[config.mk]
export PLATFORM = sky130hd
export DESIGN_NAME = gps_out
export DESIGN_NICKNAME = d
export VERILOG_FILES = /design/src/rtl/gps_pkg.sv /design/src/rtl/gps_out.sv
export SDC_FILE = /design/constraint.sdc
export NUM_CORES = 1
export LEC_CHECK = 0
export ABC_AREA = 0
export ABC_CLOCK_PERIOD_IN_PS = 4600
export BUFFER_PORTS_ARGS = -buffer_cell sky130_fd_sc_hd__buf_2
export CORE_MARGIN = 2
export CORE_UTILIZATION = 52
export CTS_CLUSTER_DIAMETER = 60
export CTS_CLUSTER_SIZE = 12
export DETAILED_ROUTE_END_ITERATION = 8
export HOLD_SLACK_MARGIN = 0.12
export PLACE_DENSITY = 0.86
export SKIP_CTS_REPAIR_TIMING = 1
export SYNTH_ARGS = -nofsm -noshare
export SYNTH_HDL_FRONTEND = slang
export SYNTH_SLANG_ARGS = --single-unit
[constraint.sdc]
create_clock -name clk -period 4.6 [get_ports clk]
set_clock_uncertainty 0.2 [all_clocks]
set_input_delay 0 -clock clk [delete_from_list [all_inputs] [get_ports clk]]
set_output_delay 0 -clock clk [all_outputs]
set_load 0.03 [all_outputs]
[src/rtl/gps_pkg.sv]
// Shared widths, types and constants of the polar Gaussian sampler.
`timescale 1ns / 1ps
package gps_pkg;

	// Field widths
	localparam int U_W         = 16;
	localparam int F_W         = U_W - 1;
	localparam int S_W         = 2 * F_W;
	localparam int SAMPLE_BITS = 24;
	localparam int SF_W        = SAMPLE_BITS - 8;
	localparam int STD_W       = 16;
	localparam int STD_SHIFT   = 28 - SF_W;

	// Logarithm datapath
	localparam int LOGQ  = 30;
	localparam int T_W   = LOGQ + 1;
	localparam int K_W   = $clog2(S_W + 1);
	localparam int P_W   = $clog2(S_W);
	localparam int L_W   = K_W + LOGQ;
	localparam int LN_W  = 23;
	localparam logic [LN_W-1:0] TWO_LN2 = 23'd5814540;
	localparam int NUM_W = L_W + LN_W - 22;

	// Divider and square root
	localparam int NADJ_W = NUM_W + 1;
	localparam int DVD_W  = NADJ_W + 26;
	localparam int DVS_W  = T_W - 6;
	localparam int Q_W    = DVD_W - DVS_W + 1;
	localparam int R_W    = (Q_W + 1) / 2;
	localparam int SQ_W   = 2 * R_W;
	localparam int SR_W   = R_W + 2;
	localparam int H_W    = K_W - 1;

	// Scaling
	localparam int W_W   = F_W + R_W;
	localparam int PR_W  = STD_W + W_W;
	localparam int M_W   = PR_W - STD_SHIFT;
	localparam int TOT_W = M_W + 2;
	localparam logic signed [TOT_W-1:0] SAMPLE_MAX =
		TOT_W'((64'sd1 <<< (SAMPLE_BITS - 1)) - 64'sd1);
	localparam logic signed [TOT_W-1:0] SAMPLE_MIN = -SAMPLE_MAX - TOT_W'(1);

	// Configuration register indexes
	localparam int CFG_A_W = 1;
	localparam logic [CFG_A_W-1:0] REG_MEAN = 1'b0;
	localparam logic [CFG_A_W-1:0] REG_STD  = 1'b1;
	localparam logic [STD_W-1:0]   STD_RESET = 16'd4096;

	typedef struct packed {
		logic [F_W-1:0] mag_u;
		logic [F_W-1:0] mag_v;
		logic           neg_u;
		logic           neg_v;
	} pair_t;

	typedef struct packed {
		logic [LOGQ-1:0]  frac;
		logic [K_W-1:0]   k;
		logic [DVS_W-1:0] dvs;
		pair_t            pair;
	} log_out_t;

	typedef struct packed {
		logic [R_W-1:0] root;
		logic [H_W-1:0] h;
		pair_t          pair;
	} root_out_t;

	typedef struct packed {
		logic [SAMPLE_BITS-1:0] a;
		logic [SAMPLE_BITS-1:0] b;
	} samples_t;

	typedef enum logic [1:0] {
		OUT_EMPTY,
		OUT_FIRST,
		OUT_SECOND
	} out_state_t;

endpackage

[src/rtl/gps_out.sv]
// Output register that sends a finished pair as two beats.
`timescale 1ns / 1ps
module gps_out (
	input  logic                            clk,
	input  logic                            arst_n,
	input  logic                            pair_valid,
	input  gps_pkg::samples_t               pair_in,
	output logic                            take,
	output logic                            m_tvalid,
	input  logic                            m_tready,
	output logic [gps_pkg::SAMPLE_BITS-1:0] m_sample,
	output logic                            m_tlast
);
	import gps_pkg::*;

	out_state_t state_q, state_d;
	samples_t   pair_q;
	logic       load;

	always_ff @(posedge clk or negedge arst_n) begin
		if (!arst_n) begin
			state_q <= OUT_EMPTY;
		end else begin
			state_q <= state_d;
		end
	end

	always_ff @(posedge clk) begin
		if (load) begin
			pair_q <= pair_in;
		end
	end

	// A new pair loads when empty or while the second beat leaves.
	always_comb begin
		state_d = state_q;
		take = 1'b0;
		m_tvalid = 1'b0;
		m_tlast = 1'b0;
		m_sample = pair_q.a;
		case (state_q)
			OUT_EMPTY: begin
				take = 1'b1;
				if (pair_valid) begin
					state_d = OUT_FIRST;
				end
			end
			OUT_FIRST: begin
				m_tvalid = 1'b1;
				if (m_tready) begin
					state_d = OUT_SECOND;
				end
			end
			OUT_SECOND: begin
				m_tvalid = 1'b1;
				m_tlast = 1'b1;
				m_sample = pair_q.b;
				take = m_tready;
				if (m_tready) begin
					state_d = pair_valid ? OUT_FIRST : OUT_EMPTY;
				end
			end
			default: begin
				state_d = OUT_EMPTY;
			end
		endcase
		load = take && pair_valid;
	end

endmodule

==> results.cfg <==
[setup_path]
critPathCaptureType = register
path_max_fanout = 48
start_kind = register
path_class = reg -> reg
arrival_ns = 2.79
required_ns = 4.31

[floorplan]
fp.dieH_um = 66.92
rows = 22
coreArea_um2 = 3744
dieArea_um2 = 4478
die_w_um = 66.92
io_pins = 79
start_util_pct = 54.98

[clocking]
cts_inserted_buffers = 5
cts.path.max_buffers = 2
cts_tree = done
cts.htree.levels = 2
cts_sinks = 50
cts_root_buf = clkbuf_8
clock_latency_ns = 0.29
clkTransAtPathRegs_ns = 0.08

[detailed_routing]
post_drt_via_cell_ratio = 4.738
dr.pass1.iters = 4
drt_iter0_markers = 57
drc = 0
postRouteWirelength_um = 4316
ant_nets = 0
wl_per_cell_um = 15.47
num_vias = 1322

[timing]
fin_crit_sh_pct = 66.90
rsz0062_at_grt = no
timing.hold.ws_ns = 0.2115
setup_viol = 0
hold_viol = 0
setup_tns_ns = 0
slew_headroom_pct = 30.97
fmax_mhz = 325.0
drv_slew = 0
worstMarginPinSlew_ns = 1.035
period_minus_slack_ns = 3.077

[yosys]
synth-seq-cells = 50
yosys.area.top_type = edfxtp_1
async_flop_share_pct = 4.000
synth_edf_count = 48
ys_top_cells_by_area = edfxtp_1, mux2_4, ha_1
yosysSeqAreaShare_pct = 72.46
synthTopCellsByCount = edfxtp_1, mux2_4, ha_1
yosys_warnings = 0
yosysUniqueCellTypes = 16
synth.avg_cell_area_um2 = 21.44
synthDominantCellAreaShare_pct = 70.03
synthFlopType = edfxtp_1
synth_most_common_cell = edfxtp_1
syn_nets = 154
synth_area_um2 = 2058
synthCells = 96

[placement]
place_congestion = 0.6927
port_buffers = 78
place_hpwl_um = 2557

[global_route]
grt_pass1_wl_um = 5057
antenna_found_initial = 0
grt-busiest-layer = met2
overflow = 0
met1_usage_pct = 18.10
grt_use_met2_pct = 27.75
grt_pass1_vias = 1187
grtUsageTotal_pct = 15.98
grt_max_degree = 49
use_met3_pct = 4.899

[pwr]
leakagePower_nw = 1.294
cellPowerDensity_nw_per_um2 = 508.1
vdd_drop_max_mv = 0.5146

[layout]
fin_util_pct = 82.02
drive_above_1_share_pct = 49.35
num-nets-final = 289
nFillCells = 212
antenna_cells = 0
syn_to_final_growth_pct = 49.18

[worst_hold_path]
min-delay-path-class = in -> reg

[run]
drv_cap = 0

[status]
status = finished, final reports clean
## report_power, final
group	total (mW)	leakage (nW)	internal [mW]	switching, mW
combinational	0.673	0.774	0.275	0.397
sequential	0.657	0.476	0.624	0.0331
clock	0.230	0.0438	0.102	0.128
total	1.56	1.29	1.00	0.559
## layout make-up
type	count	area [um2]	share of cell area, %
Sequential cell	50	1491	48.57
Timing Repair Buffer	131	920.9	29.99
Multi-Input combinational cell	39	504.2	16.42
Clock buffer	5	68.82	2.241
Tap cell	48	60.06	1.956
Inverter	4	15.01	0.4890
Clock inverter	2	10.01	0.3260
## state kept, by name (all words and copies together) (netlist names)
name and cells:
pair_q 48, state_q 2
## worst paths after layout
path / slack (ns) / from / cells after the start / end
worst max-delay path: 1.52 / state_q[0] / 5 / pair_q[34]
worst min-delay path: 0.21 / pair_in[45] / 2 / pair_q[45]
worst max register to register: 1.52 / state_q[0] / 5 / pair_q[34]
worst min register to register: 0.43 / state_q[1] / 1 / state_q[1]
max in group asynchronous: 3.72 / arst_n / 3 / state_q[0]
min in group asynchronous: 0.36 / arst_n / 3 / state_q[1]
## logic make-up after synthesis
| group | share of synthesized area (%) |
|---|---|
| compound gates | 2.128 |
| simple gates | 1.033 |
| buf+inv | 3.222 |
| fa+ha+maj | 3.647 |
| mux | 17.51 |
| flops | 72.46 |
## critical path, stage by stage (launching register included)
cell     delay [ns]
dfrtp_1        0.43
inv_1          0.16
ha_2           0.76
nand3_1        0.16
nand2_1        0.13
and2_2         0.84
## layout by cell type, fill, tap and decap left out, types with 2 or more instances in the layout
cell type       n
buf_2          78
dlygate4sd3_1  53
edfxtp_1       48
mux2_4         21
ha_1            5
clkbuf_8        5
inv_1           4
mux2_2          4
clkinv_2        2
dfrtp_1         2
## through the flow
stage	power (mW)	instances	cell area (um2)	worst slack [ns]
6_report	1.560	279	3070	1.523
5_1_grt	1.639	279	3070	1.305
4_1_cts	1.525	226	2540	1.498
3_5_place_dp	1.297	219	2461	1.517
3_3_place_gp	1.270	219	2461	1.680
2_1_floorplan	1.175	96	2058	1.377
## layer usage
layer / wire (um) / up-vias
li1: - / 636
met1: 1634 / 630
met2: 2449 / 54
met3: 204 / 2
met4: 27 / 0
met5: 0 / -
Power figures use the tool's default switching activity.
