File: config.mk
export PLATFORM = sky130hd
export DESIGN_NAME = gps_scale
export DESIGN_NICKNAME = d
export VERILOG_FILES = /design/src/rtl/gps_pkg.sv /design/src/rtl/gps_scale.sv
export SDC_FILE = /design/constraint.sdc
export NUM_CORES = 2
export LEC_CHECK = 0
export ABC_AREA = 1
export BUFFER_PORTS_ARGS = -buffer_cell sky130_fd_sc_hd__buf_2
export CAP_MARGIN = 25
export CORE_MARGIN = 2
export CORE_UTILIZATION = 50
export DETAILED_ROUTE_END_ITERATION = 16
export PLACE_DENSITY_LB_ADDON = 0.3
export SLEW_MARGIN = 20
export SYNTH_ARGS = -nofsm -noshare
export SYNTH_HDL_FRONTEND = slang
export SYNTH_SLANG_ARGS = --single-unit
File: constraint.sdc
create_clock -name clk -period 6.8 [get_ports clk]
set_input_delay 1.7 -clock clk [delete_from_list [all_inputs] [get_ports clk]]
set_output_delay 1.7 -clock clk [all_outputs]
set_load 0.02 [all_outputs]
File: src/rtl/gps_pkg.sv
// Shared widths, types and constants of the polar Gaussian sampler.
`timescale 1ns / 1ps
package gps_pkg;

	// Field widths
	localparam int U_W         = 16;
	localparam int F_W         = U_W - 1;
	localparam int S_W         = 2 * F_W;
	localparam int SAMPLE_BITS = 24;
	localparam int SF_W        = SAMPLE_BITS - 8;
	localparam int STD_W       = 16;
	localparam int STD_SHIFT   = 28 - SF_W;

	// Logarithm datapath
	localparam int LOGQ  = 30;
	localparam int T_W   = LOGQ + 1;
	localparam int K_W   = $clog2(S_W + 1);
	localparam int P_W   = $clog2(S_W);
	localparam int L_W   = K_W + LOGQ;
	localparam int LN_W  = 23;
	localparam logic [LN_W-1:0] TWO_LN2 = 23'd5814540;
	localparam int NUM_W = L_W + LN_W - 22;

	// Divider and square root
	localparam int NADJ_W = NUM_W + 1;
	localparam int DVD_W  = NADJ_W + 26;
	localparam int DVS_W  = T_W - 6;
	localparam int Q_W    = DVD_W - DVS_W + 1;
	localparam int R_W    = (Q_W + 1) / 2;
	localparam int SQ_W   = 2 * R_W;
	localparam int SR_W   = R_W + 2;
	localparam int H_W    = K_W - 1;

	// Scaling
	localparam int W_W   = F_W + R_W;
	localparam int PR_W  = STD_W + W_W;
	localparam int M_W   = PR_W - STD_SHIFT;
	localparam int TOT_W = M_W + 2;
	localparam logic signed [TOT_W-1:0] SAMPLE_MAX =
		TOT_W'((64'sd1 <<< (SAMPLE_BITS - 1)) - 64'sd1);
	localparam logic signed [TOT_W-1:0] SAMPLE_MIN = -SAMPLE_MAX - TOT_W'(1);

	// Configuration register indexes
	localparam int CFG_A_W = 1;
	localparam logic [CFG_A_W-1:0] REG_MEAN = 1'b0;
	localparam logic [CFG_A_W-1:0] REG_STD  = 1'b1;
	localparam logic [STD_W-1:0]   STD_RESET = 16'd4096;

	typedef struct packed {
		logic [F_W-1:0] mag_u;
		logic [F_W-1:0] mag_v;
		logic           neg_u;
		logic           neg_v;
	} pair_t;

	typedef struct packed {
		logic [LOGQ-1:0]  frac;
		logic [K_W-1:0]   k;
		logic [DVS_W-1:0] dvs;
		pair_t            pair;
	} log_out_t;

	typedef struct packed {
		logic [R_W-1:0] root;
		logic [H_W-1:0] h;
		pair_t          pair;
	} root_out_t;

	typedef struct packed {
		logic [SAMPLE_BITS-1:0] a;
		logic [SAMPLE_BITS-1:0] b;
	} samples_t;

	typedef enum logic [1:0] {
		OUT_EMPTY,
		OUT_FIRST,
		OUT_SECOND
	} out_state_t;

endpackage

File: src/rtl/gps_scale.sv
// Multiplies both uniforms by the radius factor and the deviation, adds the mean.
`timescale 1ns / 1ps
module gps_scale (
	input  logic                            clk,
	input  logic                            arst_n,
	input  logic                            adv,
	input  logic                            in_valid,
	input  gps_pkg::root_out_t              in_data,
	input  logic [gps_pkg::STD_W-1:0]       std_dev,
	input  logic [gps_pkg::SAMPLE_BITS-1:0] mean_value,
	output logic                            out_valid,
	output gps_pkg::samples_t               out_data
);
	import gps_pkg::*;

	logic             v_s1;
	logic [W_W-1:0]   wu_s1, wv_s1;
	logic [H_W-1:0]   h_s1;
	logic             nu_s1, nv_s1;

	logic [H_W-1:0]   sh;
	logic [W_W-1:0]   zu, zv;

	logic             v_s2;
	logic [PR_W-1:0]  pu_s2, pv_s2;
	logic             nu_s2, nv_s2;

	// Apply the sign, add the mean and clamp to the sample range.
	function automatic logic [SAMPLE_BITS-1:0] finish(input logic neg,
		input logic [PR_W-1:0] p, input logic [SAMPLE_BITS-1:0] mean);
		logic signed [TOT_W-1:0] m;
		logic signed [TOT_W-1:0] tot;
		m = signed'(TOT_W'(p[PR_W-1:STD_SHIFT]));
		tot = signed'({{(TOT_W-SAMPLE_BITS){mean[SAMPLE_BITS-1]}}, mean});
		tot = neg ? (tot - m) : (tot + m);
		if (tot > SAMPLE_MAX) begin
			tot = SAMPLE_MAX;
		end else if (tot < SAMPLE_MIN) begin
			tot = SAMPLE_MIN;
		end
		return tot[SAMPLE_BITS-1:0];
	endfunction

	// Stage 1: magnitude times root.
	always_ff @(posedge clk or negedge arst_n) begin
		if (!arst_n) begin
			v_s1 <= 1'b0;
		end else if (adv) begin
			v_s1 <= in_valid;
		end
	end

	always_ff @(posedge clk) begin
		if (adv) begin
			wu_s1 <= W_W'(in_data.pair.mag_u) * W_W'(in_data.root);
			wv_s1 <= W_W'(in_data.pair.mag_v) * W_W'(in_data.root);
			h_s1 <= in_data.h;
			nu_s1 <= in_data.pair.neg_u;
			nv_s1 <= in_data.pair.neg_v;
		end
	end

	// Stage 2: exponent shift, then deviation product.
	always_comb begin
		sh = H_W'(F_W) - h_s1;
		zu = wu_s1 >> sh;
		zv = wv_s1 >> sh;
	end

	always_ff @(posedge clk or negedge arst_n) begin
		if (!arst_n) begin
			v_s2 <= 1'b0;
		end else if (adv) begin
			v_s2 <= v_s1;
		end
	end

	always_ff @(posedge clk) begin
		if (adv) begin
			pu_s2 <= PR_W'(std_dev) * PR_W'(zu);
			pv_s2 <= PR_W'(std_dev) * PR_W'(zv);
			nu_s2 <= nu_s1;
			nv_s2 <= nv_s1;
		end
	end

	assign out_valid = v_s2;
	assign out_data = '{a: finish(nu_s2, pu_s2, mean_value),
		b: finish(nv_s2, pv_s2, mean_value)};

endmodule

==> flow_summary.toml <==
[timing]
setup_ws_ns = -0.151
fmax_mhz = 144
maxSlewViolCount = 0
rsz0062_at_grt = "true"
layout_min_cycle_time_ns = 6.95
setup_viol = 40
fin_worst_skew_ns = 0.0234
final.period_utilization = 1.02
maxSlewHeadroom = 0.436
tightestPinTransition_ns = 0.847
finalHoldViolations = 0

[worst_setup_path]
required_ns = 7.12
path_common_cell = "fa_1"
startpoint_type = "flop"
end_kind = "flop"
slowest_stage = "fa_1"
max_stage_delay_ns = 0.59
cp_max_fo = 9
critical_path_class = "reg2reg"
critical_path.top_delay_family = "adder cells"
path_buf_inv = 13
worstPathArrival_ns = 7.27

[floorplanning]
die_w_um = 380
start_util = 0.505
core_area_mm2 = 0.140
die_height_um = 380
dieArea_mm2 = 0.144
placementRows = 137
top_level_ports = 149

[status]
violations = "negative setup slack"
status = "finished, violations left"

[route]
vias = 65800
dr.pass1.iters = 10
post_drt_via_cell_ratio = 5.25
wirelength_um = 226000
drtIter0Drc = 4749
route.detailed.drc = 0
ant_nets = 0
wl_per_cell_um = 18.0

[logic_synthesis]
syn_area_mm2 = 0.0706
synthCells = 9563
ys.flop_type = "edfxtp_1"
synthMuxAreaShare = 0.000567
ys_types = 58
synth_area_leaders = "fa_1 (39%), nand2_1 (14%), inv_1 (12%)"
yosysSeqAreaShare = 0.0671
synth_top_family_by_area = "adder cells"
yosys.area.top_type_share = 0.392
ys_ff_latch = 158
synth-compound-area-share = 0.0597
synth_xor_xnor_area_share = 0.0304
synthAdderAreaFrac = 0.485
synth_fp_nets = 11600
yosys.area.top_type = "fa_1"
synth_edf_count = 156
synth_area_per_cell_um2 = 7.38
synthArstFlopShare = 0.0127
synth_warnings = 0
synth_simple_gate_area_frac = 0.218

[cts]
clock_latency_ns = 0.55
clockBufferDepth = 2
cts_buffers = 17
clk_pin_slew_ns = 0.07
hold_buffers = 0
cts.sinks = 158
h-tree-depth = 4
root_buffer = "clkbuf_16"
cts_tree = "built"

[global_routing]
track_usage = 0.314
grt_pass1_wl_um = 360000
grt_overflow = 0
antenna_found_initial = 7
grt_max_degree = 88
grt_pass1_vias = 68700

[place]
routabilityCongestion = 0.990
place_ws_ns = -0.827
placed_area_mm2 = 0.0822
dp_hpwl_um = 195000
io_buffers = 148

[cells_and_area]
final_common_cell = "nand2_1"
post_route_cells_drive_above_1_share = 0.200
design_area_mm2 = 0.0871
nets = 12600
mostFrequentLayoutCells = "nand2_1 (2419), inv_1 (2166), fa_1 (1358)"
area_growth_pct = 23.3

[min_path]
hold_path.class = "reg2reg"

[job]
maxCapViolations = 0
==> routing by layer <==
layer,up-vias,share of wire,GRT usage
li1,30500,-,-
met2,2595,0.49,0.542
met5,-,0.00016,0
met1,32200,0.40,0.403
met3,465,0.076,0.0453
met4,6,0.038,0.106
==> path summary, 6_finish.rpt <==
kind,end,start,slack [ns],depth (start not counted)
worst max-delay path,pu_s2[26]$_DFFE_PP_,h_s1[0]$_DFFE_PP_,-0.15,34
min in group asynchronous,out_valid$_DFFE_PN0P_,arst_n,0.91,1
worst max register to register,pu_s2[26]$_DFFE_PP_,h_s1[0]$_DFFE_PP_,-0.15,34
worst min register to register,nu_s2$_DFFE_PP_,nu_s1$_DFFE_PP_,0.44,0
max in group asynchronous,v_s1$_DFFE_PN0P_,arst_n,5.80,1
worst min-delay path,nu_s2$_DFFE_PP_,nu_s1$_DFFE_PP_,0.44,0
==> sequential cells by signal (all words and copies together), names as in the netlist <==
signal / cells
pu_s2: 39
out_valid: 1
wu_s1: 35
pv_s2: 39
wv_s1: 35
nu_s1: 1
v_s1: 1
nv_s2: 1
nv_s1: 1
h_s1: 4
nu_s2: 1
==> cell families (layout without fill, tap and decap cells) <==
group	Yosys count	count (layout)
buffers and inverters	2593	3680
other	0	5
AND/OR/NAND/NOR	3901	3906
adder cells (fa/ha/maj)	1904	1904
XOR/XNOR	243	243
AO/OA/AOI/OAI	760	760
flip-flops	158	158
multiplexers	4	4
==> Yosys cell counts (8+ instances only) <==
| cell | number |
|---|---|
| nand2_1 | 2551 |
| inv_1 | 2208 |
| fa_1 | 1384 |
| nor2_1 | 915 |
| ha_1 | 520 |
| a21oi_1 | 336 |
| clkbuf_1 | 265 |
| nand3_1 | 263 |
| o21ai_0 | 227 |
| xor2_1 | 176 |
| edfxtp_1 | 156 |
| xnor2_1 | 66 |
| a31oi_1 | 65 |
| nor3_1 | 57 |
| clkinv_1 | 44 |
| nand4_1 | 41 |
| buf_2 | 31 |
| buf_1 | 25 |
| o21a_1 | 25 |
| o21bai_1 | 22 |
| nand3b_1 | 18 |
| nor4_1 | 17 |
| o21ai_1 | 15 |
| a21boi_0 | 14 |
| a21o_1 | 10 |
| and2_1 | 9 |
| inv_2 | 9 |
| o211ai_1 | 8 |
==> through the flow <==
step	util	TNS [ns]	hold WS, ns	instances
2_1_floorplan	-	-0.145	0.400	9563
3_3_place_gp	0.588	-48.22	0.401	12400
3_5_place_dp	0.588	-55.54	0.426	12400
4_1_cts	0.603	-1.64	0.440	12500
5_1_grt	0.622	-28.71	0.450	12500
6_report	0.622	-2.68	0.441	12500
==> worst reg2reg max path, delay by kind of cell (launching register included) <==
kind            cells  cell delay, ns
fa+ha+maj           7            3.16
flops               1            0.38
xor+xnor            1            0.32
compound gates      3            0.47
simple gates       10            0.95
buf+inv            13            1.45
==> final cells by class <==
class,instances,area (µm²)
multi-input combinational,6817,59200
fill,12500,52800
timing repair buffer,1387,11600
inverter,2261,8570
sequential,158,4730
tap,1876,2350
clock buffer,18,429
clock inverter,14,126
antenna,5,12.5
==> repair_timing <==
action / CTS / global route
setup buffers: 42 / 60
gates cloned: 8 / 7
resized for setup: 354 / 626
setup endpoints to repair: 124 / 154
pin swaps: 58 / 160
Power is not shown: default switching activity piles up to over one toggle a cycle in this logic, so the estimate is an artifact.
